==> config.mk <==
export PLATFORM = sky130hd
export DESIGN_NAME = rmq_div_cell
export DESIGN_NICKNAME = d
export VERILOG_FILES = /design/src/rtl/core/rmq_pkg.sv /design/src/rtl/core/rmq_div_cell.sv
export SDC_FILE = /design/constraint.sdc
export NUM_CORES = 1
export LEC_CHECK = 0
export BUFFER_PORTS_ARGS = -buffer_cell sky130_fd_sc_hd__buf_4
export CORE_AREA = 2 2 213 215
export DETAILED_ROUTE_END_ITERATION = 7
export DIE_AREA = 0 0 215 217
export MAX_ROUTING_LAYER = met4
export PLACE_DENSITY = 0.56
export SYNTH_ARGS = -nofsm -noshare
export SYNTH_HDL_FRONTEND = slang
export SYNTH_SLANG_ARGS = --single-unit
==> constraint.sdc <==
create_clock -name clk -period 0.95 [get_ports clk]
set_input_delay 0.0475 -clock clk [delete_from_list [all_inputs] [get_ports clk]]
set_output_delay 0.0475 -clock clk [all_outputs]
set_load 0.005 [all_outputs]
==> src/rtl/core/rmq_pkg.sv <==
// Shared control types and component codes for the matrix-to-quaternion pipeline.
package rmq_pkg;

    // Component that takes root/2; the other three come from the dividers.
    localparam logic [1:0] LEAD_W = 2'd0;
    localparam logic [1:0] LEAD_X = 2'd1;
    localparam logic [1:0] LEAD_Y = 2'd2;
    localparam logic [1:0] LEAD_Z = 2'd3;

    typedef struct packed {
        logic       valid;
        logic       degenerate;
        logic [1:0] lead;
    } rmq_ctrl_t;

endpackage

==> src/rtl/core/rmq_div_cell.sv <==
// One quotient bit for each of the three divider lanes, sharing the divisor 2*root.
module rmq_div_cell #(
    parameter int RW = 17,
    parameter int NW = 32
) (
    input  logic              clk,
    input  logic              rst_n,
    input  logic              en,
    input  rmq_pkg::rmq_ctrl_t ctrl_in,
    input  logic [RW-1:0]     root_in,
    input  logic              neg_in [3],
    input  logic [NW-1:0]     num_in [3],
    input  logic [RW+1:0]     rem_in [3],
    input  logic [NW-1:0]     quo_in [3],
    output rmq_pkg::rmq_ctrl_t ctrl_out,
    output logic [RW-1:0]     root_out,
    output logic              neg_out [3],
    output logic [NW-1:0]     num_out [3],
    output logic [RW+1:0]     rem_out [3],
    output logic [NW-1:0]     quo_out [3]
);

    logic [RW+1:0] den;
    logic [RW+1:0] rem_s [3];
    logic          ge    [3];

    assign den = {1'b0, root_in, 1'b0};

    always_comb
    begin
        for (int n = 0; n < 3; n++)
        begin
            rem_s[n] = {rem_in[n][RW:0], num_in[n][NW-1]};
            ge[n]    = (rem_s[n] >= den);
        end
    end

    always_ff @(posedge clk or negedge rst_n)
    begin
        if (!rst_n)
        begin
            ctrl_out <= '0;
        end
        else if (en)
        begin
            ctrl_out <= ctrl_in;
        end
    end

    always_ff @(posedge clk)
    begin
        if (en)
        begin
            root_out <= root_in;
            for (int n = 0; n < 3; n++)
            begin
                neg_out[n] <= neg_in[n];
                num_out[n] <= {num_in[n][NW-2:0], 1'b0};
                rem_out[n] <= ge[n] ? (rem_s[n] - den) : rem_s[n];
                quo_out[n] <= {quo_in[n][NW-2:0], ge[n]};
            end
        end
    end

endmodule

==> impl_metrics.tcl, run 1 <==
set metrics [dict create \
    outcome "stopped before the end" \
    stop_stage "detailed routing (5_2_route)" \
    error "[ERROR DRT-0255] Maze Route cannot find path of net num_out[44] in worker of routeBox ( 193200 193200 ) ( 215000 217000 )." \
    rows 78 \
    antenna_found_initial 11 \
    die_h_um 217 \
    netlist_top_cells_area "edfxtp_1 69%, ha_1 5.5%, mux2_2 3.8%, a21oi_1 2.0%, xnor2_1 1.6%" \
    clk_path_buf_depth 3 \
    synth_top_area_cell "edfxtp_1" \
    synth-seq-cells 270 \
    netlist_area_um2 11600 \
    synth_warnings 0 \
    synth_cell_types 67 \
    place.gp.congestion 0.895 \
    synth_top_cell_area_share_pct 68.8 \
    crit_endpoint "rem_out[43]$_DFFE_PP_/D" \
    grt_pass1_vias 11400 \
    track_usage_pct 20.3 \
    worstEpCategory "register data pin" \
    synth_edf_count 266 \
    yosysSeqAreaShare_pct 69.6 \
    grt_max_degree 41 \
    syn_inst 735 \
    htreeDepth 1 \
    cts_sinks 270 \
    syn_area_per_cell_um2 15.8 \
    port_buffers 539 \
    overflow 0 \
    ys.flop_type "edfxtp_1" \
    synthArstFlopShare_pct 1.48 \
    dieWidth_um 215 \
    start_util_pct 26.0 \
    clockRootBuffer "clkbuf_16" \
    grt_pass1_wl_mm 69.5 \
    dp_hpwl_mm 35.1 \
    io_pins 549 \
    numCtsBuffers 31 \
]
synth_stat cells (3+ instances only):
library cell / n
clkbuf_1: 3
nand3_1: 12
a21boi_0: 5
nor2_1: 24
o211ai_1: 6
nand4b_1: 4
edfxtp_1: 266
nor2b_1: 11
a21oi_1: 47
nand4_1: 5
a31oi_1: 6
o21a_1: 5
a21o_1: 19
and2_1: 5
nand2b_1: 9
xnor2_1: 21
o21ai_0: 23
mux2_2: 39
xor2_1: 14
a211o_1: 3
buf_4: 4
mux2i_1: 5
ha_1: 51
nand3b_1: 5
inv_1: 32
nor3_1: 15
mux2_4: 6
and3_1: 8
a211oi_1: 4
nand2_1: 21
o211a_1: 3
dfrtp_1: 4
fa_1: 3
o31ai_1: 3
cells by family after synthesis:
| group | after synthesis | synth area share, % |
|---|---|---|
| adder cells (fa/ha/maj) | 54 | 6.01 |
| XOR/XNOR | 35 | 2.64 |
| AND/OR/NAND/NOR | 129 | 5.97 |
| other | 1 | 0.0323 |
| multiplexers | 50 | 4.99 |
| flip-flops | 270 | 69.6 |
| buffers and inverters | 43 | 1.67 |
| AO/OA/AOI/OAI | 153 | 9.08 |
through the flow:
step           utilization (%)  setup TNS (ns)  cell area, µm²  instances  setup WS [ns]
2_1_floorplan                -          -58.86           12000        737          -1.18
3_3_place_gp              41.2          -75.36           18400       2067          -1.41
3_5_place_dp              41.2          -76.18           18400       2067          -1.44
4_1_cts                   51.9          -96.39           23200       2409         -0.777
5_1_grt                   53.8         -103.71           24000       2447         -0.827
metal layers:
layer	GRT usage [%]
met5	-
met4	8.71
met3	6.00
met2	35.4
met1	21.4
repair_timing:
action | in CTS | in global routing
cloned | 2 | 3
endpoints found under the hold margin | 320 | 4
pin swaps | 31 | 42
resized for setup | 184 | 129
hold buffers | 267 | 5
endpoints found under the setup margin | 327 | 376
setup buffers | 17 | 23
==> inputs of run 2 (changes only) <==
--- a/config.mk
+++ b/config.mk
@@ -6,11 +6,10 @@
 export NUM_CORES = 1
 export LEC_CHECK = 0
 export BUFFER_PORTS_ARGS = -buffer_cell sky130_fd_sc_hd__buf_4
-export CORE_AREA = 2 2 213 215
+export CORE_AREA = 2 2 212 214
 export DETAILED_ROUTE_END_ITERATION = 7
-export DIE_AREA = 0 0 215 217
-export MAX_ROUTING_LAYER = met4
-export PLACE_DENSITY = 0.56
+export DIE_AREA = 0 0 214 216
+export PLACE_DENSITY_LB_ADDON = 0.15
 export SYNTH_ARGS = -nofsm -noshare
 export SYNTH_HDL_FRONTEND = slang
 export SYNTH_SLANG_ARGS = --single-unit
==> run 2 against run 1 <==
Compared with the run above: the flow now finishes, with violations (negative setup slack); synthesized cell count stayed put; synthesized area stayed put; global-route usage is 0.074 points lower.
==> impl_metrics.tcl, run 2 <==
set metrics [dict create \
    clk_path_buf_depth 3 \
    final_cell_area_um2 23900 \
    wl_mm 48.0 \
    finClkSkew_ns 0 \
    total_power_mw 37.0 \
    grt_max_degree 36 \
    yosysMostFrequentCell "edfxtp_1" \
    reg2reg_from "ctrl_out[1]" \
    drc 0 \
    hold_viol_final 0 \
    cts_sinks 270 \
    final_common_cell "buf_4" \
    ys_top_cells_by_count "266 x edfxtp_1, 51 x ha_1, 47 x a21oi_1, 39 x mux2_2, 32 x inv_1" \
    max_freq_ghz 0.575 \
    clk_pin_slew_worst_paths_ns 0.06 \
    crit_top_cell "buf_6" \
    outcome "finished with violations" \
    hold_path_startpoint "root_in[1]" \
    whs_ns 0.0601 \
    synth_top_family_by_area "compound AO/OA/AOI/OAI gates" \
    ys.flop_type "edfxtp_1" \
    syn_area_per_cell_um2 15.8 \
    worstSetupPathType "input pin to register" \
    cp-startpoint "root_in[10]" \
    clock_latency_ns 0.52 \
    grt_pass1_wl_mm 70.2 \
    synthAdderAreaFrac_pct 6.01 \
    largest_reg_flops 96 \
    dpl.cell_count 2063 \
    routed_via_density 4.36 \
    synthSimpleGateAreaFrac_pct 5.97 \
    netlist_top_cells_area "edfxtp_1 69%, ha_1 5.5%, mux2_2 3.8%, a21oi_1 2.0%, xnor2_1 1.6%" \
    min_period_ns 1.74 \
    synth_top_cell_area_share_pct 68.8 \
    cp_slowest_stage_delay_ns 0.33 \
    slew_violations 0 \
    syn_inst 735 \
    tritoncts "built" \
    worst_setup_path_end_kind "register" \
    leakagePower_nw 10.2 \
    critPathBufInv 5 \
    crit_arrival_ns 2.01 \
    place.gp.congestion 0.827 \
    htreeDepth 2 \
    layout-drive-gt1-share_pct 54.8 \
    dieWidth_um 214 \
    fin_nets 2135 \
    rows 77 \
    vias 10600 \
    synth_top_area_cell "edfxtp_1" \
    dr.first_iter.drc_count 509 \
    start_util_pct 26.5 \
    dpl-instance-area_um2 18500 \
    netlist_area_um2 11600 \
    finalSetupViolCount 327 \
    irDropWorstVdd_v 0.00107 \
    final_cell_mix "575 x buf_4, 270 x dlygate4sd3_1, 266 x edfxtp_1" \
    track_usage_pct 20.2 \
    synth_edf_count 266 \
    hold_class "input pin to register" \
    cp_slowest_cell "nor4b_4" \
    grt_pass1_vias 11100 \
    dp_hpwl_mm 35.6 \
    port_buffers 539 \
    synth-compound-area-share_pct 9.08 \
    setup_tns_ns -76.65 \
    overflow 0 \
    critical_path_required_ns 1.22 \
    cp_top_family "simple AND/OR/NAND/NOR gates" \
    violations "negative setup slack" \
    antenna_found_initial 3 \
    synth_warnings 0 \
    core_area_um2 43800 \
    synth_cell_types 67 \
    io_pins 549 \
    die_area_um2 46200 \
    yosysSeqAreaShare_pct 69.6 \
    numCtsBuffers 34 \
    rsz0062_at_grt "true" \
    timing.final.ws_setup_ns -0.789 \
    synth-seq-cells 270 \
    drtPass1Iterations 4 \
    synth_xor_area_share_pct 2.64 \
    die_h_um 216 \
    crit_fanout 3 \
    avgRoutedWirePerCell_um 19.8 \
    startpoint_type "input pin" \
    clockRootBuffer "clkbuf_16" \
    synthArstFlopShare_pct 1.48 \
    crit_chain "buf_8 > clkinvlp_4 > buf_12 > ha_4 > buf_6 > nand4_1 > nor4b_4 > a21oi_4 > buf_6 > or3_1 > o211a_1" \
    regMostFlops "quo_out" \
    fin_cells 2425 \
    p_per_area_nw_per_um2 1550 \
    drv_cap 0 \
    syn_to_final_growth_pct 106 \
    fin_crit_sh_pct 183 \
    top_regs "quo_out: 96 flops, num_out: 93 flops, rem_out: 57 flops" \
    ant_nets 0 \
    synthMuxAreaShare_pct 4.99 \
]
[run 2: cell counts after synthesis]
Identical to the previous run, type by type.
[run 2: stage by stage]
step | worst slack [ns] | util [%]
2_1_floorplan | -1.18 | -
3_3_place_gp | -1.39 | 42.1
3_5_place_dp | -1.47 | 42.1
4_1_cts | -0.739 | 53.3
5_1_grt | -0.824 | 54.5
6_report | -0.789 | 54.6
[run 2: timing repair]
action | 4_1_cts | 5_1_grt
gates cloned | 1 | 0
setup buffers | 23 | 7
endpoints found under the hold margin | 317 | 1
gates resized for setup | 219 | 119
hold buffers | 269 | 1
endpoints found under the setup margin | 327 | 327
pin swaps | 25 | 38
[run 2: final cells by class]
| class | count | area, µm² |
|---|---|---|
| Clock inverter | 18 | 165 |
| Timing Repair Buffer | 1043 | 9480 |
| Multi-Input combinational cell | 424 | 4350 |
| Fill cell | 3663 | 19900 |
| Inverter | 32 | 175 |
| Clock buffer | 43 | 906 |
| Sequential cell | 270 | 8090 |
| Antenna cell | 3 | 7.51 |
| Tap cell | 592 | 741 |
[run 2: worst min-delay path, delay by kind of cell]
family / cells / cell delay, ns
multiplexers: 1 / 0.06
adder cells (fa/ha/maj): 1 / 0.21
buffers and inverters: 1 / 0.10
[run 2: worst paths after layout]
path,to,slack (ns),cells after the start
max,rem_out[15],-0.79,11
min,rem_out[40],0.06,3
max reg2reg,ctrl_out[1],0.17,1
min reg2reg,ctrl_out[0],0.53,1
max in group asynchronous,ctrl_out[1],0.32,3
min in group asynchronous,ctrl_out[3],0.45,3
[run 2: report_power, final]
group | leakage, nW | switching [mW] | internal, mW
logic | 7.04 | 3.62 | 5.94
registers | 2.65 | 0.467 | 14.5
clock network | 0.510 | 5.13 | 7.34
total | 10.2 | 9.22 | 27.7
[run 2: kinds of logic after synthesis]
family,count (synthesis)
flip-flops,270
AO/OA/AOI/OAI,153
AND/OR/NAND/NOR,129
adder cells (fa/ha/maj),54
multiplexers,50
buffers and inverters,43
XOR/XNOR,35
other,1
[run 2: per-layer routing]
layer / global-route usage (%) / vias up / routed length (µm)
li1: - / 5013 / -
met1: 24.2 / 5124 / 19100
met2: 35.6 / 361 / 24600
met3: 5.03 / 71 / 2780
met4: 6.55 / 0 / 1420
met5: 0 / - / 0
(Power assumes the default switching activity.)
==> inputs of run 3 (changes only) <==
--- a/config.mk
+++ b/config.mk
@@ -9,6 +9,7 @@
 export CORE_AREA = 2 2 212 214
 export DETAILED_ROUTE_END_ITERATION = 7
 export DIE_AREA = 0 0 214 216
+export HOLD_SLACK_MARGIN = 0.15
 export PLACE_DENSITY_LB_ADDON = 0.15
 export SYNTH_ARGS = -nofsm -noshare
 export SYNTH_HDL_FRONTEND = slang
==> constraint.sdc (replaced) <==
create_clock -name clk -period 1.8 [get_ports clk]
set_input_delay 0.09 -clock clk [delete_from_list [all_inputs] [get_ports clk]]
set_output_delay 0.09 -clock clk [all_outputs]
set_load 0.005 [all_outputs]
==> run 3 against run 2 <==
Compared with the run above: the flow finishes with violations (negative hold slack, negative setup slack); combinational power shrank 53%; worst hold slack lost 0.29 ns; largest power group unchanged; critical endpoint unchanged; clock-buffer cell count grew 1; global-route usage shrank 0.68 points; cell count shrank 1.5%; clock power shrank 46%; design area shrank 5.4%; via count shrank 2.0%.
==> impl_metrics.tcl, run 3 (synthesis results as in run 2) <==
set metrics [dict create \
    outcome "finished with violations" \
    violations "negative hold slack, negative setup slack" \
    clock_latency_ns 0.53 \
    port_buffers 539 \
    drv_cap 0 \
    htreeDepth 2 \
    p_per_area_nw_per_um2 841 \
    crit_arrival_ns 2.08 \
    grt_max_degree 72 \
    wl_met1_mm 18.5 \
    cp_slowest_stage_delay_ns 0.36 \
    switchingPower_mw 4.66 \
    clk_path_buf_depth 3 \
    hold_viol_final 2 \
    cp_top_family "simple AND/OR/NAND/NOR gates" \
    largest_reg_flops 96 \
    final_cell_mix "710 x buf_4, 271 x dlygate4sd3_1, 266 x edfxtp_1" \
    fin_crit_sh_pct 101 \
    drtPass1Iterations 4 \
    crit_chain "buf_8 > clkinvlp_4 > buf_6 > ha_4 > and4_4 > nor4b_4 > a21oi_4 > buf_6 > or3_1 > o211a_1" \
    min_period_ns 1.81 \
    dieWidth_um 214 \
    clk_pin_slew_worst_paths_ns 0.06 \
    start_util_pct 26.5 \
    n_fill_cell 3812 \
    ant_nets 0 \
    dr.first_iter.drc_count 607 \
    max_freq_ghz 0.552 \
    drc 0 \
    grt_pass1_wl_mm 67.7 \
    rsz0062_at_grt "true" \
    wl_mm 46.7 \
    track_usage_pct 19.5 \
    avgRoutedWirePerCell_um 19.6 \
    critical_path_required_ns 2.07 \
    worstSetupPathType "input pin to register" \
    cts_sinks 270 \
    rows 77 \
    wl_met3_mm 2.64 \
    clock_power_share_pct 35.2 \
    overflow 0 \
    die_h_um 216 \
    crit_top_cell "buf_6" \
    leakagePower_nw 9.76 \
    seqPwrFrac_pct 41.1 \
    fin_nets 2102 \
    layout-drive-gt1-share_pct 51.3 \
    whs_ns -0.229 \
    irDropWorstVdd_v 0.000641 \
    final_common_cell "buf_4" \
    worst_setup_path_end_kind "register" \
    combPwrFrac_pct 23.8 \
    routed_via_density 4.34 \
    numCtsBuffers 34 \
    post-route-util_pct 51.6 \
    tritoncts "built" \
    top_regs "quo_out: 96 flops, num_out: 93 flops, rem_out: 57 flops" \
    grt_pass1_vias 10700 \
    die_area_um2 46200 \
    timing.final.ws_setup_ns -0.0127 \
    fin_cells 2388 \
    syn_to_final_growth_pct 94.7 \
    hold_class "input pin to register" \
    finClkSkew_ns 0 \
    cp_slowest_cell "or3_1" \
    antenna_found_initial 4 \
    finalSetupViolCount 1 \
    startpoint_type "input pin" \
    dpl.cell_count 2044 \
    dp_hpwl_mm 35.0 \
    regMostFlops "quo_out" \
    top_layer_used "met5" \
    slew_violations 0 \
    crit_fanout 5 \
    vias 10400 \
    p_sw_share_pct 24.5 \
    clockRootBuffer "clkbuf_16" \
    core_area_um2 43800 \
    place.gp.congestion 0.849 \
    p_int_mw 14.4 \
    io_pins 549 \
    wl_met2_mm 24.2 \
    critPathBufInv 4 \
]
-- run 3: worst paths after layout --
kind                        startpoint           to  slack [ns]  cells after the start
setup / recovery            root_in[6]  rem_out[15]       -0.01                     10
hold / removal              root_in[0]  root_out[0]       -0.23                      1
setup reg to reg           ctrl_out[3]  ctrl_out[3]        1.02                      1
hold reg to reg            ctrl_out[2]  ctrl_out[2]        0.51                      1
max in group asynchronous        rst_n  ctrl_out[2]        1.15                      3
min in group asynchronous        rst_n  ctrl_out[1]        0.47                      3
-- run 3: power by group through the flow --
stage,clock network [mW],logic (mW),registers (mW)
after global routing,7.12,4.84,7.87
after detailed placement,0,3.78,7.93
final,6.69,4.52,7.81
after floorplan,0,1.26,7.99
after global placement,0,3.76,7.93
after CTS,6.92,4.33,7.81
-- run 3: through the flow --
step / total power [mW] / setup WS [ns] / cell area (µm²) / setup TNS [ns] / hold slack (ns)
6_report: 19.0 / -0.0127 / 22600 / -0.0127 / -0.229
5_1_grt: 19.8 / -0.0411 / 22600 / -0.528 / -0.253
4_1_cts: 19.1 / 0.00401 / 22100 / 0 / -0.165
3_5_place_dp: 11.7 / -0.890 / 18200 / -38.60 / -0.108
3_3_place_gp: 11.7 / -0.856 / 18200 / -37.54 / -0.108
2_1_floorplan: 9.25 / -0.375 / 12000 / -12.83 / -0.206
-- run 3: per-layer routing --
layer	track usage (%)	vias up
li1	-	4937
met2	35.3	339
met4	6.27	6
met3	4.74	66
met5	0	-
met1	22.7	5005
-- run 3: area by class of cell --
type	count	area [µm²]	share of cell area [%]
repair buffers	1010	8510	37.6
clock buffers	44	910	4.02
inverters	32	169	0.747
clock inverters	14	175	0.774
flip-flops and latches	270	8090	35.8
well taps	592	741	3.27
multi-input cells	424	4030	17.8
diodes	2	5.00	0.0221
-- run 3: what timing repair did --
action                                 in CTS  in global routing
setup endpoints to repair                  47                 47
resized for setup                          15                 83
setup buffers                               5                 10
pin swaps                                   7                 30
hold buffers                              268                  3
cloned                                      0                  0
endpoints found under the hold margin     314                  5
