**config.mk**
```make
export PLATFORM = sky130hd
export DESIGN_NAME = rmq_sqrt_cell
export DESIGN_NICKNAME = d
export VERILOG_FILES = /design/src/rtl/core/rmq_pkg.sv /design/src/rtl/core/rmq_sqrt_cell.sv
export SDC_FILE = /design/constraint.sdc
export NUM_CORES = 1
export LEC_CHECK = 0
export BUFFER_PORTS_ARGS = -buffer_cell sky130_fd_sc_hd__buf_2
export CAP_MARGIN = 10
export CELL_PAD_IN_SITES_DETAIL_PLACEMENT = 1
export CELL_PAD_IN_SITES_GLOBAL_PLACEMENT = 2
export CORE_MARGIN = 2
export CORE_UTILIZATION = 32
export CTS_CLUSTER_DIAMETER = 60
export DETAILED_ROUTE_END_ITERATION = 8
export GPL_TIMING_DRIVEN = 0
export PLACE_DENSITY = 0.88
export SLEW_MARGIN = 15
export SYNTH_ARGS = -nofsm -noshare
export SYNTH_HDL_FRONTEND = slang
export SYNTH_SLANG_ARGS = --single-unit
```
**constraint.sdc**
```tcl
create_clock -name clk -period 1.2 [get_ports clk]
set_clock_uncertainty 0.05 [all_clocks]
set_input_delay 0.12 -clock clk [delete_from_list [all_inputs] [get_ports clk]]
set_output_delay 0.12 -clock clk [all_outputs]
set_load 0.005 [all_outputs]
```
**src/rtl/core/rmq_pkg.sv**
```systemverilog
// Shared control types and component codes for the matrix-to-quaternion pipeline.
package rmq_pkg;

    // Component that takes root/2; the other three come from the dividers.
    localparam logic [1:0] LEAD_W = 2'd0;
    localparam logic [1:0] LEAD_X = 2'd1;
    localparam logic [1:0] LEAD_Y = 2'd2;
    localparam logic [1:0] LEAD_Z = 2'd3;

    typedef struct packed {
        logic       valid;
        logic       degenerate;
        logic [1:0] lead;
    } rmq_ctrl_t;

endpackage

```
**src/rtl/core/rmq_sqrt_cell.sv**
```systemverilog
// One digit step of the integer square root chain, with the item's side data.
module rmq_sqrt_cell #(
    parameter int RW  = 17,
    parameter int DDW = 17
) (
    input  logic              clk,
    input  logic              rst_n,
    input  logic              en,
    input  rmq_pkg::rmq_ctrl_t ctrl_in,
    input  logic [2*RW-1:0]   x_in,
    input  logic [RW-1:0]     root_in,
    input  logic [RW+1:0]     rem_in,
    input  logic [DDW-1:0]    d_in [3],
    output rmq_pkg::rmq_ctrl_t ctrl_out,
    output logic [2*RW-1:0]   x_out,
    output logic [RW-1:0]     root_out,
    output logic [RW+1:0]     rem_out,
    output logic [DDW-1:0]    d_out [3]
);

    logic [RW+2:0] rem_s;
    logic [RW+2:0] trial;
    logic [RW+2:0] diff;
    logic          ge;

    assign rem_s = {rem_in[RW:0], x_in[2*RW-1:2*RW-2]};
    assign trial = {1'b0, root_in, 2'b01};
    assign ge    = (rem_s >= trial);
    assign diff  = rem_s - trial;

    always_ff @(posedge clk or negedge rst_n)
    begin
        if (!rst_n)
        begin
            ctrl_out <= '0;
        end
        else if (en)
        begin
            ctrl_out <= ctrl_in;
        end
    end

    always_ff @(posedge clk)
    begin
        if (en)
        begin
            x_out    <= {x_in[2*RW-3:0], 2'b00};
            root_out <= {root_in[RW-2:0], ge};
            rem_out  <= ge ? diff[RW+1:0] : rem_s[RW+1:0];
            d_out    <= d_in;
        end
    end

endmodule

```
==> results of run 1 <==
## cells in the final DEF (no fill, tap or decap), types with 9 or more instances in the layout
| master | n |
|---|---|
| nor2_1 | 10 |
| dlygate4sd3_1 | 115 |
| edfxtp_1 | 119 |
| buf_4 | 23 |
| buf_2 | 244 |
| inv_1 | 17 |
| xnor2_1 | 9 |
| clkbuf_16 | 18 |
| a21oi_1 | 9 |
| ha_4 | 10 |
| mux2_4 | 14 |
## timing repair
item	in CTS	in global routing
pin swaps	18	13
hold buffers	112	3
cloned	1	0
endpoints found under the hold margin	115	3
buffers inserted	20	6
endpoints found under the setup margin	20	20
resized for setup	45	26
## power by group through the flow
stage	clock [W]	combinational [W]	sequential (W)
floorplan	0	0.000677	0.00542
global placement	0	0.00158	0.00536
CTS	0.00484	0.00220	0.00529
detailed placement	0	0.00165	0.00537
global route	0.00508	0.00252	0.00535
finish	0.00485	0.00234	0.00533
## per-layer routing
layer	routed length [um]	share of wire [%]	vias to the layer above	global-route usage, %
li1	-	-	1978	-
met1	7762	38	2159	27.10
met2	10670	52	197	42.60
met3	1554	7.6	32	7.886
met4	495	2.4	0	9.207
met5	0	0	-	0
## flip-flops by register name, summed over array words and instances (netlist names)
register	cells
x_out	32
d_out	51
ctrl_out	4
root_out	17
rem_out	19
## per-stage QoR
| step | TNS [ns] | hold slack (ns) |
|---|---|---|
| after floorplan | -19.28 | -0.2256 |
| after global placement | -191.28 | -0.1237 |
| after detailed placement | -39.56 | -0.1153 |
| after CTS | -13.15 | 0.000001860 |
| after global routing | -14.39 | 0.01378 |
| final | -13.84 | 0.02159 |
## kinds of logic (layout without fill, tap and decap cells)
family | count (synthesis) | after routing | synth area share [%]
XOR/XNOR | 15 | 15 | 2.611
flip-flops | 123 | 123 | 73.02
other | 1 | 8 | 0.07454
multiplexers | 21 | 21 | 5.098
AO/OA/AOI/OAI | 55 | 55 | 7.959
AND/OR/NAND/NOR | 41 | 41 | 4.029
adder cells (fa/ha/maj) | 19 | 19 | 4.725
buffers and inverters | 27 | 447 | 2.487
## cell type report
cell class              instances  area share, %
diodes                          6         0.1701
multi-input cells             153          17.11
plain buffers                   3         0.3969
clock inverters                14          1.389
clock buffers                  18          4.862
flip-flops and latches        123          41.62
inverters                      21         0.9780
well taps                     211          2.991
repair buffers                391          30.49
## worst paths after layout
kind | cells past startpoint | from | slack [ns] | to
worst max-delay path | 10 | root_in[11] | -0.73 | rem_out[3]
worst min-delay path | 2 | rem_in[2] | 0.02 | rem_out[4]
worst max register to register | 1 | ctrl_out[0] | 0.36 | ctrl_out[0]
worst min register to register | 1 | ctrl_out[2] | 0.50 | ctrl_out[2]
max in group asynchronous | 2 | rst_n | 0.93 | ctrl_out[0]
min in group asynchronous | 2 | rst_n | 0.03 | ctrl_out[1]
==> results.sh, run 1 <==
export IMPL_status="complete, but fails checks"
export IMPL_violations="setup timing"
export IMPL_ys_flop_type="edfxtp_1"
export IMPL_synth_most_common_cell="edfxtp_1"
export IMPL_synth_top_area_share_pct=71.03
export IMPL_grt_max_degree=90
export IMPL_setup_viol=20
export IMPL_avgRoutedWirePerCell_um=21.78
export IMPL_htree_levels=4
export IMPL_numCtsBuffers=17
export IMPL_synthArstFlopShare_pct=3.252
export IMPL_die_area_mm2=0.01674
export IMPL_swShare_pct=25.62
export IMPL_fillers=1546
export IMPL_ctsLongestPathBuffers=2
export IMPL_p_sw_w=0.003207
export IMPL_critPathLaunchType="input pin"
export IMPL_worst_path_largest_cell_delay_ns=0.41
export IMPL_peakVddDrop_v=0.0009309
export IMPL_via_count=4366
export IMPL_grt_pass1_wl_um=28890
export IMPL_critical_path_max_fanout=6
export IMPL_ys_seq_elements=123
export IMPL_first_pass_iters=5
export IMPL_finalHoldViolCount=0
export IMPL_synth_top_cells_by_count="edfxtp_1, inv_1, ha_1"
export IMPL_multiInputGateArea_mm2=0.001510
export IMPL_postRouteWirelength_um=20480
export IMPL_path_delay_family="compound AO/OA/AOI/OAI gates"
export IMPL_worstSkewPairLatency_ns=0.41
export IMPL_io_pins=253
export IMPL_path_clk_slew_ns=0.06
export IMPL_syn_area_per_cell_um2=16.66
export IMPL_p_seq_share_pct=42.5
export IMPL_min_period_ns=1.933
export IMPL_yosys_area_top_type="edfxtp_1"
export IMPL_numClockSinks=123
export IMPL_vias_per_cell=4.645
export IMPL_final_core_util_pct=57.85
export IMPL_drc=0
export IMPL_p_int_w=0.009309
export IMPL_rsz0062_at_grt="true"
export IMPL_dp_worst_setup_slack_ns=-1.654
export IMPL_synth_edf_count=119
export IMPL_start_util_pct=32.97
export IMPL_clock_power_share_pct=38.8
export IMPL_tritoncts="done"
export IMPL_io_buffers=249
export IMPL_syn_to_final_growth_pct=75.45
export IMPL_core_area_mm2=0.01526
export IMPL_drive_gt1_share_pct=51.04
export IMPL_die_width_um=129.4
export IMPL_num_rows=45
export IMPL_yosysWarningCount=0
export IMPL_stdcell_count=940
export IMPL_combinationalPowerShare_pct=18.7
export IMPL_hp_class="in -> reg"
export IMPL_fmax_ghz=0.5174
export IMPL_cp_slowest_cell="or3b_4"
export IMPL_slew_violations=0
export IMPL_place_congestion=0.8132
export IMPL_dpl_instance_area_mm2=0.006610
export IMPL_path_cells="buf_8 > clkinv_4 > ha_4 > a21o_1 > a21oi_2 > or3b_4 > o22ai_4 > o21ai_4 > buf_6 > mux2_4"
export IMPL_worst_ep_required_time_ns=1.31
export IMPL_leakage_nw=3.812
export IMPL_grt_antenna_before_repair=5
export IMPL_grt_util_all_layers_pct=24.12
export IMPL_grt_remaining_overflow=0
export IMPL_crit_path_end_kind="register"
export IMPL_die_y_um=129.4
export IMPL_min_period_over_period_pct=161.1
export IMPL_root_buffer="clkbuf_16"
export IMPL_regArea_mm2=0.003674
export IMPL_dp_cells=764
export IMPL_dr_first_iter_drc_count=279
export IMPL_synth_distinct_cells=45
export IMPL_nets=857
export IMPL_p_total_w=0.01252
export IMPL_place_hpwl_um=11930
export IMPL_syn_area_mm2=0.005031
export IMPL_powerDensity_mw_per_mm2=1418
export IMPL_seq_area_frac_synth_pct=73.02
export IMPL_grt_pass1_vias=4662
export IMPL_worst_slack_ns=-0.7326
export IMPL_yosys_top_cells_area="edfxtp_1, ha_1, mux2_2"
export IMPL_critPathKind="in -> reg"
export IMPL_antenna_left=0
export IMPL_syn_inst=302
export IMPL_cp_num_buf_inv=3
export IMPL_arrival_ns=2.05
export IMPL_max_cap_violations=0
export IMPL_stdcell_area_mm2=0.008827
No activity file was read; power rests on OpenSTA's default activity.
==> run 2, diff against run 1 <==
- HOLD_SLACK_MARGIN: unset -> 0.12
==> run 2 against run 1 <==
Effect of this change: the run still ends with setup timing left; maximum frequency shrank 0.62%; non-clock buffer count increased by 10; sequential cell count unchanged; critical path depth is the same; clock power about the same; count of clock-buffer cells in the layout is the same; final cell count is 0.43% higher; wire length increased by 2.5%; utilization is 0.65 points higher; setup slack got worse by 0.012 ns; power grew 0.38%; first-iteration DRC count is 19% lower; largest cell class unchanged.
==> results.sh, run 2 (same netlist as run 1, synthesis figures left out) <==
export IMPL_grt_use_met3_pct=7.721
export IMPL_fmax_ghz=0.5142
export IMPL_leakage_nw=3.859
export IMPL_min_period_ns=1.945
export IMPL_hold_slack_ns=0.06100
export IMPL_num_rows=45
export IMPL_die_width_um=129.4
export IMPL_stdcell_count=944
export IMPL_grt_antenna_before_repair=0
export IMPL_r2r_cells=1
export IMPL_startpoint="root_in[11]"
export IMPL_core_area_mm2=0.01526
export IMPL_rr_endpoint="ctrl_out[0]"
export IMPL_worst_slack_ns=-0.7448
export IMPL_worstSkewPairLatency_ns=0.41
export IMPL_via_count=4455
export IMPL_largest_register_ffs=51
export IMPL_worst_path_largest_cell_delay_ns=0.41
export IMPL_critPathKind="in -> reg"
export IMPL_io_pins=253
export IMPL_avgRoutedWirePerCell_um=22.23
export IMPL_htree_levels=4
export IMPL_root_buffer="clkbuf_16"
export IMPL_hold_start="en"
export IMPL_peakVddDrop_v=0.001081
export IMPL_rsz0062_at_grt="true"
export IMPL_grt_util_all_layers_pct=24.71
export IMPL_rrSetupSlack_ns=0.33
export IMPL_finalHoldViolCount=0
export IMPL_mostFrequentLayoutCells="buf_2, dlygate4sd3_1, edfxtp_1, buf_4, clkbuf_16"
export IMPL_grt_remaining_overflow=0
export IMPL_vias_per_cell=4.719
export IMPL_hp_class="in -> reg"
export IMPL_p_total_w=0.01256
export IMPL_final_common_cell="buf_2"
export IMPL_top_register="d_out"
export IMPL_crit_path_end_kind="register"
export IMPL_die_area_mm2=0.01674
export IMPL_max_cap_violations=0
export IMPL_fillers=1568
export IMPL_violations="setup timing"
export IMPL_place_hpwl_um=11930
export IMPL_tns_ns=-13.98
export IMPL_cp_slowest_cell="or3b_4"
export IMPL_status="complete, but fails checks"
export IMPL_path_clk_slew_ns=0.07
export IMPL_drc=0
export IMPL_syn_to_final_growth_pct=77.42
export IMPL_tritoncts="done"
export IMPL_min_period_over_period_pct=162.1
export IMPL_die_y_um=129.4
export IMPL_busiest_layer="met2"
export IMPL_grtUsageMet1_pct=26.76
export IMPL_path_cells="buf_8 > clkinv_4 > ha_4 > a21o_1 > a21oi_2 > or3b_4 > o22ai_4 > o21ai_4 > buf_6 > mux2_4"
export IMPL_numCtsBuffers=17
export IMPL_drive_gt1_share_pct=50.61
export IMPL_critPathLaunchType="input pin"
export IMPL_numClockSinks=123
export IMPL_ctsLongestPathBuffers=2
export IMPL_cts_hold_buf=124
export IMPL_top_regs="d_out x51, x_out x32, rem_out x19"
export IMPL_first_pass_iters=4
export IMPL_start_util_pct=32.97
export IMPL_io_buffers=249
export IMPL_antenna_left=0
export IMPL_worst_ep_required_time_ns=1.31
export IMPL_final_core_util_pct=58.50
export IMPL_r2r_start="ctrl_out[0]"
export IMPL_nets=867
export IMPL_postRouteWirelength_um=20990
export IMPL_dr_first_iter_drc_count=226
export IMPL_grt_util_met2_pct=45.60
export IMPL_place_congestion=0.8132
export IMPL_dp_cells=764
export IMPL_setup_viol=20
export IMPL_critical_path_max_fanout=6
export IMPL_grt_pass1_wl_um=29500
export IMPL_slew_violations=0
export IMPL_diodes=0
export IMPL_powerDensity_mw_per_mm2=1408
export IMPL_grt_pass1_vias=4775
export IMPL_critPathCapture="rem_out[3]"
export IMPL_arrival_ns=2.05
export IMPL_grt_max_degree=90
-- run 2: worst max-delay path, delay by kind of cell --
| kind | cells | cell delay [ns] |
|---|---|---|
| compound gates | 4 | 0.72 |
| simple gates | 1 | 0.41 |
| mux | 1 | 0.30 |
| buf+inv | 3 | 0.29 |
| fa+ha+maj | 1 | 0.20 |
-- run 2: cell type report --
type	instances	area [um^2]	area share (%)
repair buffers	401	2795	31.31
plain buffers	3	35.03	0.3925
clock inverters	14	122.6	1.374
flip-flops and latches	123	3674	41.16
clock buffers	18	429.2	4.808
multi-input cells	153	1520	17.03
well taps	211	264.0	2.958
inverters	21	86.33	0.9672
-- run 2: per-stage QoR --
step           setup WS [ns]  area (um^2)
3_5_place_dp          -1.654         6610
2_1_floorplan         -1.100         5066
4_1_cts              -0.7062         8798
6_report             -0.7448         8926
5_1_grt              -0.7795         8926
3_3_place_gp          -1.523         6576
-- run 2: power breakdown --
part / internal, W / switching (W) / leakage (nW) / total (W)
Combinational: 0.00131 / 0.00108 / 2.39 / 0.00239
Clock: 0.00285 / 0.00200 / 0.260 / 0.00485
Sequential: 0.00518 / 0.000145 / 1.21 / 0.00533
Total: 0.00933 / 0.00323 / 3.86 / 0.0126
-- run 2: how the worst min path moves through the flow --
| stage | slack [ns] | cells past startpoint | end |
|---|---|---|---|
| finish | 0.06 | 1 | x_out[10] |
| CTS | 0.05 | 1 | x_out[24] |
| floorplan | -0.23 | 0 | ctrl_out[0] |
| detailed placement | -0.12 | 1 | ctrl_out[2] |
| global route | 0.06 | 1 | x_out[10] |
| global placement | -0.12 | 1 | ctrl_out[1] |
-- run 2: per-layer routing --
| layer | routed length [um] | part of all wire (%) | vias to the layer above |
|---|---|---|---|
| met5 | 0 | 0 | - |
| met4 | 463 | 2.2 | 0 |
| met3 | 1491 | 7.1 | 28 |
| met2 | 11190 | 53 | 190 |
| met1 | 7844 | 37 | 2245 |
| li1 | - | - | 1992 |
-- run 2: what timing repair did --
item                       4_1_cts  5_1_grt
gates cloned                     1        0
pin swaps                       18       12
hold endpoints to repair       160       34
setup endpoints to repair       20       20
buffers inserted                20        7
resized for setup               45       28
==> run 3, diff against run 2 <==
- SETUP_SLACK_MARGIN: unset -> 0.4
==> run 3 against run 2 <==
Effect of this change: wire length rose by 2.7%; sequential power hardly changed; power is 0.17% higher; the flow finishes with violations (hold timing, setup timing); via count down 0.63%; combinational power down 3%; die area unchanged; largest cell class unchanged; critical path type unchanged; first-iteration DRC count rose by 22%; design area is 1.8% lower; clock power is 1% higher; utilization is 1.0 points lower.
==> results.sh, run 3 (same netlist as run 1, synthesis figures left out) <==
export IMPL_status="complete, but fails checks"
export IMPL_violations="hold timing, setup timing"
export IMPL_grt_antenna_before_repair=3
export IMPL_peakVddDrop_v=0.0009490
export IMPL_worstSkewPairLatency_ns=0.40
export IMPL_worst_path_largest_cell_delay_ns=0.40
export IMPL_grt_max_degree=45
export IMPL_first_pass_iters=4
export IMPL_io_pins=253
export IMPL_path_clk_slew_ns=0.06
export IMPL_path_cells="buf_6 > ha_4 > buf_6 > a21o_1 > a21oi_2 > or3b_4 > o22ai_4 > o21ai_4 > clkbuf_16 > mux2_4"
export IMPL_grt_remaining_overflow=0
export IMPL_finalHoldViolCount=6
export IMPL_mostFrequentLayoutCells="buf_2, edfxtp_1, dlygate4sd3_1, inv_1"
export IMPL_htree_levels=4
export IMPL_rsz0062_at_grt="true"
export IMPL_multiInputGateArea_mm2=0.001443
export IMPL_fillers=1550
export IMPL_fmax_ghz=0.5040
export IMPL_ctsLongestPathBuffers=2
export IMPL_top_regs="d_out x51, x_out x32, rem_out x19"
export IMPL_place_congestion=0.8132
export IMPL_final_common_cell="buf_2"
export IMPL_min_period_over_period_pct=165.3
export IMPL_place_hpwl_um=11930
export IMPL_num_rows=45
export IMPL_top_register="d_out"
export IMPL_start_util_pct=32.97
export IMPL_grt_util_all_layers_pct=24.88
export IMPL_numClockSinks=123
export IMPL_vias_per_cell=4.770
export IMPL_hold_slack_ns=-0.01895
export IMPL_antenna_left=0
export IMPL_min_period_ns=1.984
export IMPL_worst_slack_ns=-0.7842
export IMPL_critPathKind="in -> reg"
export IMPL_cp_slowest_cell="or3b_4"
export IMPL_avgRoutedWirePerCell_um=23.23
export IMPL_regArea_mm2=0.003674
export IMPL_core_area_mm2=0.01526
export IMPL_arrival_ns=2.10
export IMPL_cts_hold_buf=105
export IMPL_leakage_nw=3.805
export IMPL_largest_register_ffs=51
export IMPL_hp_class="in -> reg"
export IMPL_die_width_um=129.4
export IMPL_max_cap_violations=0
export IMPL_drc=0
export IMPL_timing_critical_path_mode_cell="buf_6"
export IMPL_slew_violations=0
export IMPL_grt_pass1_wl_um=29740
export IMPL_drive_gt1_share_pct=50.21
export IMPL_numCtsBuffers=17
export IMPL_critical_path_max_fanout=4
export IMPL_grt_pass1_vias=4798
export IMPL_root_buffer="clkbuf_16"
export IMPL_die_area_mm2=0.01674
export IMPL_die_y_um=129.4
export IMPL_critPathLaunchType="input pin"
export IMPL_tritoncts="done"
export IMPL_powerDensity_mw_per_mm2=1435
export IMPL_io_buffers=249
export IMPL_final_core_util_pct=57.47
export IMPL_worst_ep_required_time_ns=1.32
export IMPL_nets=849
export IMPL_setup_viol=21
export IMPL_syn_to_final_growth_pct=74.31
export IMPL_postRouteWirelength_um=21550
export IMPL_via_count=4427
export IMPL_dr_first_iter_drc_count=275
export IMPL_crit_path_end_kind="register"
export IMPL_tns_ns=-14.74
[run 3: changes by cell type in the layout (fill, tap and decap cells not counted), moves of 3 or more]
| cell | previous run | this run |
|---|---|---|
| buf_2 | 243 | 238 |
| buf_4 | 24 | 17 |
| buf_6 | 8 | 18 |
| dlygate4sd3_1 | 124 | 105 |
| ha_1 | 4 | 9 |
| ha_2 | 5 | 1 |
| inv_1 | 16 | 19 |
[run 3: path summary, 6_finish.rpt]
| kind | endpoint | start | depth (start not counted) | slack (ns) |
|---|---|---|---|---|
| max | rem_out[12] | rem_in[11] | 10 | -0.78 |
| min | rem_out[13] | rem_in[11] | 2 | -0.02 |
| max reg2reg | ctrl_out[1] | ctrl_out[1] | 3 | 0.13 |
| min reg2reg | ctrl_out[3] | ctrl_out[3] | 1 | 0.50 |
| max in group asynchronous | ctrl_out[0] | rst_n | 3 | 0.42 |
| min in group asynchronous | ctrl_out[2] | rst_n | 3 | 0.57 |
[run 3: final cells by class]
cell class	instances	area share (%)
Tap cell	211	3.010
Inverter	21	0.9559
Antenna cell	2	0.05707
Clock buffer	18	4.894
Timing Repair Buffer	380	30.53
Sequential cell	123	41.89
Clock inverter	14	1.398
Multi-Input combinational cell	153	16.45
Buffer	6	0.8132
[run 3: stage by stage]
step | setup WS, ns | total power (W) | cell area, um^2 | cells
after floorplan | -1.100 | 0.006100 | 5066 | 303
after global routing | -0.8220 | 0.01302 | 8770 | 928
after global placement | -1.523 | 0.006938 | 6576 | 763
final | -0.7842 | 0.01259 | 8770 | 928
after detailed placement | -1.654 | 0.007020 | 6610 | 764
after CTS | -0.7959 | 0.01232 | 8622 | 920
[run 3: worst max-delay path, delay by kind of cell]
kind,cells,cell delay (ns)
compound gates,4,0.68
fa+ha+maj,1,0.22
buf+inv,3,0.39
mux,1,0.29
simple gates,1,0.40
[run 3: per-layer routing]
layer  part of all wire [%]  GRT usage [%]  up-vias
met5                      0              0        -
met4                    2.1          10.29        0
met3                    7.8          7.308       34
met2                     54          44.83      215
met1                     37          27.39     2219
li1                       -              -     1959
[run 3: what timing repair did]
action                                  CTS  global route
setup buffers                            16             6
pin swaps                                10            10
hold endpoints to repair                160            51
endpoints found under the setup margin  232           151
cloned                                    3             0
gates resized for setup                  42            22
[run 3: report_power, final]
group          switching, W  total, W  internal, W  leakage, nW
logic               0.00105   0.00233      0.00128         2.33
clock network       0.00206   0.00491      0.00285        0.260
registers          0.000164   0.00534      0.00518         1.21
total               0.00328    0.0126      0.00931         3.80
